==> src/design/hcbd_pkg.sv <==
package hcbd_pkg;

    localparam logic [7:0] CHAR_CR = 8'h0D;
    localparam logic [7:0] CHAR_LF = 8'h0A;

    localparam int NAME_LEN = 17;
    localparam int WORD_LEN = 7;

    // lower-case forms, matching is case-insensitive
    localparam logic [7:0] NAME_TEXT [NAME_LEN] = '{
        "t", "r", "a", "n", "s", "f", "e", "r", "-",
        "e", "n", "c", "o", "d", "i", "n", "g"
    };

    localparam logic [7:0] WORD_TEXT [WORD_LEN] = '{
        "c", "h", "u", "n", "k", "e", "d"
    };

    typedef struct packed {
        logic [7:0] data;
        logic       keep;
        logic       last;
    } result_t;

endpackage

==> src/design/http_chunked_body_decoder_core.sv <==
// http chunked body decoder
//
// input channel: in_valid / in_ready carry one response byte per item
// (in_byte) with in_last on the final byte of a response.
// output channel: out_valid / out_ready carry one item per input item:
// out_byte echoes the byte, keep marks bytes of the decoded stream,
// out_last copies in_last.
// header bytes through the first blank line are always kept; when the
// transfer-encoding line names chunked, size lines, chunk trailers and
// bytes after the final chunk get keep low.
// the result is registered: out_valid rises in the cycle after accept.
// throughput: one item per cycle while out_ready takes each result, set
// by the single decode stage in front of the output register.
// reset clears the decode state and empties the output register.
// when the receiver stalls with a result held, in_ready drops in the
// same cycle and rises again as soon as that result is taken.
// decode state returns to its reset value after an item with in_last.
module http_chunked_body_decoder_core
    import hcbd_pkg::*;
#(
    parameter int SIZE_BITS = 32
) (
    input  logic       clk,
    input  logic       rst_n,
    input  logic       in_valid,
    output logic       in_ready,
    input  logic [7:0] in_byte,
    input  logic       in_last,
    output logic       out_valid,
    input  logic       out_ready,
    output logic [7:0] out_byte,
    output logic       keep,
    output logic       out_last
);

    logic    step;
    result_t result;

    assign step = in_valid && in_ready;

    hcbd_parser #(
        .SIZE_BITS (SIZE_BITS)
    ) u_parser (
        .clk     (clk),
        .rst_n   (rst_n),
        .step    (step),
        .in_byte (in_byte),
        .in_last (in_last),
        .result  (result)
    );

    hcbd_out_reg u_out_reg (
        .clk       (clk),
        .rst_n     (rst_n),
        .load      (step),
        .result    (result),
        .room      (in_ready),
        .out_valid (out_valid),
        .out_ready (out_ready),
        .out_byte  (out_byte),
        .keep      (keep),
        .out_last  (out_last)
    );

endmodule

==> src/design/hcbd_parser.sv <==
module hcbd_parser
    import hcbd_pkg::*;
#(
    parameter int SIZE_BITS = 32
) (
    input  logic       clk,
    input  logic       rst_n,
    input  logic       step,
    input  logic [7:0] in_byte,
    input  logic       in_last,
    output result_t    result
);

    typedef enum logic [2:0] {
        PH_HEADER    = 3'd0,
        PH_PASS      = 3'd1,
        PH_DIGITS    = 3'd2,
        PH_SIZE_SKIP = 3'd3,
        PH_DATA      = 3'd4,
        PH_TRAILER   = 3'd5,
        PH_DONE      = 3'd6
    } phase_t;

    localparam logic [4:0] NAME_END = 5'(NAME_LEN);
    localparam logic [2:0] WORD_END = 3'(WORD_LEN);
    localparam logic [SIZE_BITS-1:0] COUNT_MAX = '1;

    phase_t                 phase_reg, phase_next;
    logic [1:0]             blank_reg, blank_next;
    logic [4:0]             name_reg, name_next;
    logic [2:0]             word_reg, word_next;
    logic                   line_open_reg, line_open_next;
    logic                   chunked_reg, chunked_next;
    logic [SIZE_BITS-1:0]   count_reg, count_next;
    logic                   cr_reg, cr_next;
    logic [1:0]             skip_reg, skip_next;
    logic                   keep;
    logic [7:0]             lc;
    logic                   line_end;
    logic [4:0]             hex;
    logic [SIZE_BITS-1:0]   count_dec;
    logic [1:0]             skip_inc;

    function automatic logic [7:0] to_lower(logic [7:0] b);
        logic [7:0] r;
        r = b;
        if (b >= "A" && b <= "Z")
        begin
            r = b + 8'd32;
        end
        return r;
    endfunction

    function automatic logic [4:0] name_step(logic [4:0] k, logic [7:0] c);
        logic [4:0] r;
        r = (c == NAME_TEXT[0]) ? 5'd1 : 5'd0;
        if (k < NAME_END)
        begin
            if (c == NAME_TEXT[k])
            begin
                r = k + 5'd1;
            end
        end
        return r;
    endfunction

    function automatic logic [2:0] word_step(logic [2:0] k, logic [7:0] c);
        logic [2:0] r;
        r = (c == WORD_TEXT[0]) ? 3'd1 : 3'd0;
        if (k < WORD_END)
        begin
            if (c == WORD_TEXT[k])
            begin
                r = k + 3'd1;
            end
        end
        return r;
    endfunction

    // msb flags a hex digit, low four bits its value
    function automatic logic [4:0] hex_value(logic [7:0] b);
        logic [4:0] r;
        r = 5'd0;
        if (b >= "0" && b <= "9")
        begin
            r = {1'b1, 4'(b - "0")};
        end
        else if (b >= "a" && b <= "f")
        begin
            r = {1'b1, 4'(b - "a" + 8'd10)};
        end
        else if (b >= "A" && b <= "F")
        begin
            r = {1'b1, 4'(b - "A" + 8'd10)};
        end
        return r;
    endfunction

    assign lc        = to_lower(in_byte);
    assign line_end  = (in_byte == CHAR_LF) && (blank_reg == 2'd1 || blank_reg == 2'd3);
    assign hex       = hex_value(in_byte);
    assign count_dec = count_reg - SIZE_BITS'(1);
    assign skip_inc  = skip_reg + 2'd1;

    always_comb
    begin
        phase_next     = phase_reg;
        blank_next     = blank_reg;
        name_next      = name_reg;
        word_next      = word_reg;
        line_open_next = line_open_reg;
        chunked_next   = chunked_reg;
        count_next     = count_reg;
        cr_next        = cr_reg;
        skip_next      = skip_reg;
        keep           = 1'b0;

        unique case (phase_reg)
            PH_HEADER:
            begin
                keep = 1'b1;
                // encoding header search
                if (line_open_reg)
                begin
                    if (line_end)
                    begin
                        line_open_next = 1'b0;
                    end
                    else
                    begin
                        word_next = word_step(word_reg, lc);
                        if (word_next == WORD_END)
                        begin
                            chunked_next   = 1'b1;
                            line_open_next = 1'b0;
                            word_next      = 3'd0;
                        end
                    end
                end
                else if (name_reg < NAME_END)
                begin
                    name_next = name_step(name_reg, lc);
                    if (name_next == NAME_END)
                    begin
                        line_open_next = 1'b1;
                        word_next      = 3'd0;
                    end
                end

                // blank line search
                if (in_byte == CHAR_CR)
                begin
                    blank_next = (blank_reg == 2'd2) ? 2'd3 : 2'd1;
                end
                else if (in_byte == CHAR_LF && blank_reg == 2'd1)
                begin
                    blank_next = 2'd2;
                end
                else if (in_byte == CHAR_LF && blank_reg == 2'd3)
                begin
                    blank_next     = 2'd0;
                    line_open_next = 1'b0;
                    phase_next     = chunked_next ? PH_DIGITS : PH_PASS;
                    count_next     = '0;
                end
                else
                begin
                    blank_next = 2'd0;
                end
            end
            PH_PASS:
            begin
                keep = 1'b1;
            end
            PH_DIGITS:
            begin
                if (hex[4])
                begin
                    if (count_reg[SIZE_BITS-1 -: 4] != 4'd0)
                    begin
                        count_next = COUNT_MAX;
                    end
                    else
                    begin
                        count_next = {count_reg[SIZE_BITS-5:0], hex[3:0]};
                    end
                end
                else if (count_reg == '0)
                begin
                    phase_next = PH_DONE;
                end
                else
                begin
                    cr_next    = (in_byte == CHAR_CR);
                    phase_next = PH_SIZE_SKIP;
                end
            end
            PH_SIZE_SKIP:
            begin
                if (cr_reg && in_byte == CHAR_LF)
                begin
                    cr_next    = 1'b0;
                    phase_next = PH_DATA;
                end
                else
                begin
                    cr_next = (in_byte == CHAR_CR);
                end
            end
            PH_DATA:
            begin
                keep       = 1'b1;
                count_next = count_dec;
                if (count_dec == '0)
                begin
                    skip_next  = 2'd0;
                    phase_next = PH_TRAILER;
                end
            end
            PH_TRAILER:
            begin
                skip_next = skip_inc;
                if (skip_inc >= 2'd2)
                begin
                    skip_next  = 2'd0;
                    count_next = '0;
                    phase_next = PH_DIGITS;
                end
            end
            default:
            begin
                phase_next = PH_DONE;
            end
        endcase
    end

    assign result = '{data: in_byte, keep: keep, last: in_last};

    always_ff @(posedge clk or negedge rst_n)
    begin
        if (!rst_n)
        begin
            phase_reg     <= PH_HEADER;
            blank_reg     <= 2'd0;
            name_reg      <= 5'd0;
            word_reg      <= 3'd0;
            line_open_reg <= 1'b0;
            chunked_reg   <= 1'b0;
            count_reg     <= '0;
            cr_reg        <= 1'b0;
            skip_reg      <= 2'd0;
        end
        else if (step)
        begin
            // last item of a response starts the next one from scratch
            if (in_last)
            begin
                phase_reg     <= PH_HEADER;
                blank_reg     <= 2'd0;
                name_reg      <= 5'd0;
                word_reg      <= 3'd0;
                line_open_reg <= 1'b0;
                chunked_reg   <= 1'b0;
                count_reg     <= '0;
                cr_reg        <= 1'b0;
                skip_reg      <= 2'd0;
            end
            else
            begin
                phase_reg     <= phase_next;
                blank_reg     <= blank_next;
                name_reg      <= name_next;
                word_reg      <= word_next;
                line_open_reg <= line_open_next;
                chunked_reg   <= chunked_next;
                count_reg     <= count_next;
                cr_reg        <= cr_next;
                skip_reg      <= skip_next;
            end
        end
    end

endmodule

==> src/design/hcbd_out_reg.sv <==
module hcbd_out_reg
    import hcbd_pkg::*;
(
    input  logic    clk,
    input  logic    rst_n,
    input  logic    load,
    input  result_t result,
    output logic    room,
    output logic    out_valid,
    input  logic    out_ready,
    output logic [7:0] out_byte,
    output logic    keep,
    output logic    out_last
);

    logic    valid_reg;
    result_t data_reg;

    assign room = !valid_reg || out_ready;

    always_ff @(posedge clk or negedge rst_n)
    begin
        if (!rst_n)
        begin
            valid_reg <= 1'b0;
        end
        else if (room)
        begin
            valid_reg <= load;
        end
    end

    always_ff @(posedge clk)
    begin
        if (load)
        begin
            data_reg <= result;
        end
    end

    assign out_valid = valid_reg;
    assign out_byte  = data_reg.data;
    assign keep      = data_reg.keep;
    assign out_last  = data_reg.last;

endmodule

==> config.mk <==
export PLATFORM = sky130hd
export DESIGN_NAME = http_chunked_body_decoder_core
export DESIGN_NICKNAME = d
export VERILOG_FILES = /design/src/design/hcbd_pkg.sv /design/src/design/http_chunked_body_decoder_core.sv /design/src/design/hcbd_parser.sv /design/src/design/hcbd_out_reg.sv
export SDC_FILE = /design/constraint.sdc
export NUM_CORES = 1
export LEC_CHECK = 0
export BUFFER_PORTS_ARGS = -buffer_cell sky130_fd_sc_hd__buf_2
export CAP_MARGIN = 10
export CELL_PAD_IN_SITES_DETAIL_PLACEMENT = 1
export CELL_PAD_IN_SITES_GLOBAL_PLACEMENT = 1
export CORE_UTILIZATION = 40
export CTS_CLUSTER_DIAMETER = 200
export DETAILED_ROUTE_END_ITERATION = 10
export PLACE_DENSITY = 0.71
export REMOVE_ABC_BUFFERS = 1
export SLEW_MARGIN = 20
export SYNTH_ARGS = -nofsm -noshare
export SYNTH_HDL_FRONTEND = slang
export SYNTH_SLANG_ARGS = --single-unit
==> constraint.sdc <==
create_clock -name clk -period 8 [get_ports clk]
set_clock_uncertainty 0.2 [all_clocks]
set_input_delay 0.8 -clock clk [delete_from_list [all_inputs] [get_ports clk]]
set_output_delay 0.8 -clock clk [all_outputs]
set_load 0.02 [all_outputs]
==> results.yml, run 1 <==
critical_path:
  cp_slowest_cell: "nor4_1"
  crit_path_end_kind: "register"
  cp_top_family: "simple AND/OR/NAND/NOR gates"
  max_stage_delay_ps: 870
  worstPathRequired_ps: 8030
  cp_max_fo: 11
  worst-path-buf-inv: 2
  start_kind: "primary input"
  arrival_ps: 3830
  path_cells: "buf_2 > inv_1 > ha_1 > nor2b_1 > or3_1 > and4_1 > nor4_1 > and3b_1 > o2bb2ai_1 > mux2_4"
  path_class: "in -> reg"
placement:
  postPlaceCellArea_mm2: 0.00518
  hpwl_mm: 11.0
  place.gp.congestion: 0.856
  numPortBuffers: 24
final_layout:
  area_delta_synth_final_pct: 11.2
  nFillCells: 1455
  largest_reg_flops: 32
  drive_above_1_share: 0.104
  design_area_mm2: 0.00552
  nets: 655
  antennaDiodeCount: 0
  fin_util: 0.458
floorplanning:
  die_w_um: 113
  io_pins: 25
  fp.dieH_um: 113
  initial_core_util: 0.412
  coreArea_mm2: 0.0121
  die_area_mm2: 0.0129
  rows: 40
timing:
  fin_crit_ps: 3800
  worst_slew_pin_slew_ps: 1060
  fmax_mhz: 263
  slew_viol_final: 0
  finalHoldViolations: 0
  grt_setup_unrepaired: "no"
  tns_ps: 0
  period_share: 0.475
  finalSetupViolCount: 0
  holdWs_ps: 285
  relSlewSlack: 0.285
synthesis:
  postSynth.asyncResetShare: 0.836
  ys_types: 72
  synth_area_per_cell_um2: 8.02
  ys_warn_count: 0
  synth_edf_count: 10
  synthTopCellsByArea: "dfrtp_1 26%, o21ai_0 7.8%, edfxtp_1 6.0%"
  synth_common_cells: "77 x o21ai_0, 62 x nand2_1, 51 x dfrtp_1"
  yosysSeqAreaShare: 0.318
  synth_cells: 619
  synth_seq_cells: 61
  yosysMostFrequentCell: "o21ai_0"
  yosys_most_used_dff: "dfrtp_1"
  synth_top_area_share: 0.257
  yosysTopAreaCell: "dfrtp_1"
  syn_area_mm2: 0.00496
clock_tree:
  cts_max_path_buffers: 2
  clock_latency_ps: 350
  cts_buffers: 9
  clk_pin_slew_ps: 60
  cts_htree_levels: 3
  post_cts_buffers: 0
  cts_tree: "yes"
  cts_resized: 0
  cts_hold_buf: 0
  cts_root_buf: "clkbuf_16"
  cts_sinks: 61
detailed_routing:
  routed_wl_mm: 15.8
  vias: 4900
  dr.pass1.iters: 5
  ant_nets: 0
  remaining_drc_errors: 0
  drtIter0Drc: 282
  wl_per_cell_um: 19.9
  via_per_inst: 6.18
hold_path:
  hold_path.class: "reg -> reg"
pwr:
  power.share.clock: 0.203
  power_density_mw_per_mm2: 407
  internal-power_mw: 1.14
  seqPwrFrac: 0.237
  leakage_nw: 2.26
  ir_drop_mv: 0.127
  pwr-share-comb: 0.560
  netSwitchingPower_mw: 1.11
  switching_share: 0.492
job:
  cap_violations: 0
global_route:
  grt_pass1_vias: 5066
  grt_max_degree: 52
  grtUsageTotal: 0.261
  grt_overflow: 0
  grt_pass1_wl_mm: 26.3
  antenna_found_initial: 0
run_status:
  status: "completed"
-- cell families after synthesis --
logic type               Yosys count  share of synthesized area
AND/OR/NAND/NOR                  237                      0.255
AO/OA/AOI/OAI                    207                      0.268
buffers and inverters             70                     0.0549
flip-flops                        61                      0.318
adder cells (fa/ha/maj)           22                     0.0554
XOR/XNOR                          13                     0.0229
multiplexers                       9                     0.0267
-- routing by layer --
| metal | share of wire | up-vias | wire (µm) | global-route usage |
|---|---|---|---|---|
| li1 | - | 2311 | - | - |
| met1 | 0.45 | 2452 | 7030 | 0.328 |
| met2 | 0.49 | 101 | 7740 | 0.448 |
| met3 | 0.033 | 36 | 522 | 0.0292 |
| met4 | 0.030 | 0 | 467 | 0.128 |
| met5 | 0 | - | 0 | 0 |
-- final cells by class --
type | count | area [µm²] | share of cell area
clock buffers | 9 | 225 | 0.0408
repair buffers | 29 | 158 | 0.0286
inverters | 31 | 116 | 0.0211
multi-input cells | 488 | 3120 | 0.565
clock inverters | 7 | 114 | 0.0206
well taps | 168 | 210 | 0.0381
flip-flops and latches | 61 | 1580 | 0.286
-- placed cells by master, fill, tap and decap left out, types with 12 or more instances in the layout --
cell type / instances
inv_1: 29
a22o_1: 18
ha_1: 22
nor4_1: 12
nor3_1: 18
nand2_1: 62
nor2_1: 40
or3_1: 14
a21oi_1: 28
nand3_1: 17
o21ai_0: 77
dfrtp_1: 51
nand2b_1: 14
buf_2: 24
-- power by group through the flow --
stage          Combinational (mW)  Clock (mW)  Sequential (mW)
2_1_floorplan               0.906           0            0.489
3_3_place_gp                 1.22           0            0.530
3_5_place_dp                 1.25           0            0.534
4_1_cts                      1.26       0.464            0.529
5_1_grt                      1.40       0.473            0.548
6_report                     1.26       0.456            0.532
-- final timing paths --
kind                       cells past startpoint                                  to  slack [ps]                              start
max in group asynchronous                      2    u_parser.skip_reg[0]$_DFFE_PN0P_        6740                              rst_n
setup reg to reg                               9   u_parser.phase_reg[0]$_DFFE_PN0P_        4560  u_parser.count_reg[0]$_DFFE_PN0P_
setup / recovery                              10   u_parser.phase_reg[0]$_DFFE_PN0P_        4200                         in_byte[0]
hold / removal                                 1    u_parser.skip_reg[1]$_DFFE_PN0P_         290   u_parser.skip_reg[1]$_DFFE_PN0P_
hold reg to reg                                1    u_parser.skip_reg[1]$_DFFE_PN0P_         290   u_parser.skip_reg[1]$_DFFE_PN0P_
min in group asynchronous                      2  u_parser.count_reg[12]$_DFFE_PN0P_         400                              rst_n
-- worst reg2reg max path, stage by stage, from the launching register on --
cell and delay [ps]:
dfrtp_1 490, inv_1 140, ha_1 470, inv_1 160
nor4_2 650, and3_1 240, o2111ai_1 120, nor4b_2 400
o21ai_1 140, mux2_4 310
-- metrics by stage --
step / worst slack [ps] / power [mW] / std cells
2_1_floorplan: 4530 / 1.39 / 580
3_3_place_gp: 4100 / 1.75 / 777
3_5_place_dp: 3980 / 1.78 / 777
4_1_cts: 4310 / 2.25 / 793
5_1_grt: 4130 / 2.42 / 793
6_report: 4200 / 2.25 / 793
Power figures use the tool's default switching activity.
==> run 2: changes to the inputs <==
- clock period: 8 -> 3.8 ns (I/O delays scaled with it)
==> run 2 against run 1 <==
Die area did not move. Final cell count increased by 1.0%. Sequential share of layout area shrank 0.31 points. Combinational power increased by 120%. Sequential power increased by 110%. Via count up 1.2%. Register-to-register slack got worse by 4000 ps. Hold slack worse by 240 ps. Core utilization is 0.50 points higher. Non-clock buffer count increased by 8.
==> results.yml, run 2 (synthesis results as in run 1) <==
clock_tree:
  cts_tree: "yes"
  cts_sinks: 61
  clk_pin_slew_ps: 60
  cts_buffers: 9
  clock_latency_ps: 340
  cts_max_path_buffers: 2
  cts_root_buf: "clkbuf_16"
  cts_htree_levels: 3
floorplanning:
  die_w_um: 113
  rows: 40
  die_area_mm2: 0.0129
  initial_core_util: 0.412
  io_pins: 25
  coreArea_mm2: 0.0121
  fp.dieH_um: 113
placement:
  place.gp.congestion: 0.842
  place_inst: 784
  numPortBuffers: 24
  postPlaceCellArea_mm2: 0.00523
  place_ws_ps: 555
  hpwl_mm: 11.5
final_layout:
  largest_reg_flops: 32
  area_delta_synth_final_pct: 12.4
  fin_util: 0.463
  layout_common_cells: "77 x o21ai_0, 62 x nand2_1, 51 x dfrtp_1, 40 x nor2_1, 29 x inv_1"
  antennaDiodeCount: 0
  instances_no_fill: 801
  design_area_mm2: 0.00558
  nets: 663
  drive_above_1_share: 0.111
  final_common_cell: "o21ai_0"
global_route:
  grt_max_degree: 36
  antenna_found_initial: 0
  grt_overflow: 0
  grt_pass1_vias: 5240
  grt_pass1_wl_mm: 26.5
  grtUsageTotal: 0.265
timing:
  fin_crit_ps: 3260
  tns_ps: 0
  worst_slew_pin_slew_ps: 719
  fmax_mhz: 307
  finalSetupViolCount: 0
  holdWs_ps: 46.1
  slew_viol_final: 0
  grt_setup_unrepaired: "no"
  period_share: 0.857
  worst_slack_ps: 543
  finalHoldViolations: 0
  relSlewSlack: 0.514
detailed_routing:
  remaining_drc_errors: 0
  dr.pass1.iters: 4
  drtIter0Drc: 329
  routed_wl_mm: 16.1
  vias: 4959
  ant_nets: 0
  wl_per_cell_um: 20.0
  via_per_inst: 6.19
hold_path:
  hold_path.class: "in -> reg"
  whs_endpoint: "u_out_reg.out_valid$_DFFE_PN0N_"
  hold-path-cell-count: 2
  hp-start: "in_valid"
pwr:
  ir_drop_mv: 0.272
  switching_share: 0.489
  pwr-share-comb: 0.565
  power_density_mw_per_mm2: 859
  seqPwrFrac: 0.235
  finalPower_mw: 4.79
  netSwitchingPower_mw: 2.34
  leakage_nw: 2.29
  power.share.clock: 0.200
  internal-power_mw: 2.45
critical_path:
  crit_path_end_kind: "register"
  path_class: "reg -> reg"
  worstPathRequired_ps: 3830
  ff2ff_path_depth: 9
  reg2reg_from: "u_parser.count_reg[0]$_DFFE_PN0P_"
  cp_max_fo: 14
  arrival_ps: 3280
  reg2reg_setup_slack_ps: 540
  start_kind: "register"
  r2r_end: "u_parser.phase_reg[0]$_DFFE_PN0P_"
job:
  cap_violations: 0
run_status:
  status: "completed"
==> run 2: cell types whose count changed in the layout (fill, tap and decap cells not counted) <==
cell,delta
o21ai_1,+1
o21ai_2,-1
clkinv_2,-2
clkbuf_1,+1
buf_4,+7
dlygate4sd3_1,+1
clkinvlp_4,+1
==> run 2: power by group through the flow <==
stage / Clock, mW / Sequential, mW / Combinational, mW
6_report: 0.959 / 1.12 / 2.71
5_1_grt: 1.01 / 1.16 / 3.02
4_1_cts: 0.981 / 1.11 / 2.70
3_5_place_dp: 0 / 1.12 / 2.67
3_3_place_gp: 0 / 1.12 / 2.61
2_1_floorplan: 0 / 1.03 / 1.91
==> run 2: how the worst max path moves through the flow <==
stage	cells past startpoint	startpoint	slack [ps]	to
after floorplan	9	in_byte[0]	750	u_parser.count_reg[10]$_DFFE_PN0P_
after global placement	9	in_byte[1]	600	u_parser.phase_reg[0]$_DFFE_PN0P_
after detailed placement	9	in_byte[1]	550	u_parser.phase_reg[0]$_DFFE_PN0P_
after CTS	9	u_parser.count_reg[0]$_DFFE_PN0P_	540	u_parser.phase_reg[0]$_DFFE_PN0P_
after global routing	9	u_parser.count_reg[0]$_DFFE_PN0P_	350	u_parser.phase_reg[0]$_DFFE_PN0P_
final	9	u_parser.count_reg[0]$_DFFE_PN0P_	540	u_parser.phase_reg[0]$_DFFE_PN0P_
==> run 2: cell type report <==
type / count / area (µm²)
clock buffers: 10 / 229
well taps: 168 / 210
inverters: 31 / 116
multi-input cells: 488 / 3120
repair buffers: 37 / 220
fillers: 1479 / 6480
flip-flops and latches: 61 / 1580
clock inverters: 6 / 111
==> run 2: timing repair <==
item                      4_1_cts  5_1_grt
setup buffers                   0        0
hold endpoints to repair       16        0
gates resized for setup         0        0
hold buffers                    1        0
==> run 2: routing by layer <==
layer,track usage,share of wire,vias up
li1,-,-,2317
met1,0.324,0.44,2505
met2,0.456,0.50,92
met3,0.0414,0.029,45
met4,0.126,0.034,0
met5,0,0,-
==> run 2: worst max-delay path, cell delays in order, from the launching register on <==
cell,delay (ps)
dfrtp_1,480
inv_1,120
ha_1,470
inv_1,150
nor4_2,560
and3_1,240
o2111ai_1,120
nor4b_2,370
o21ai_1,120
mux2_4,310
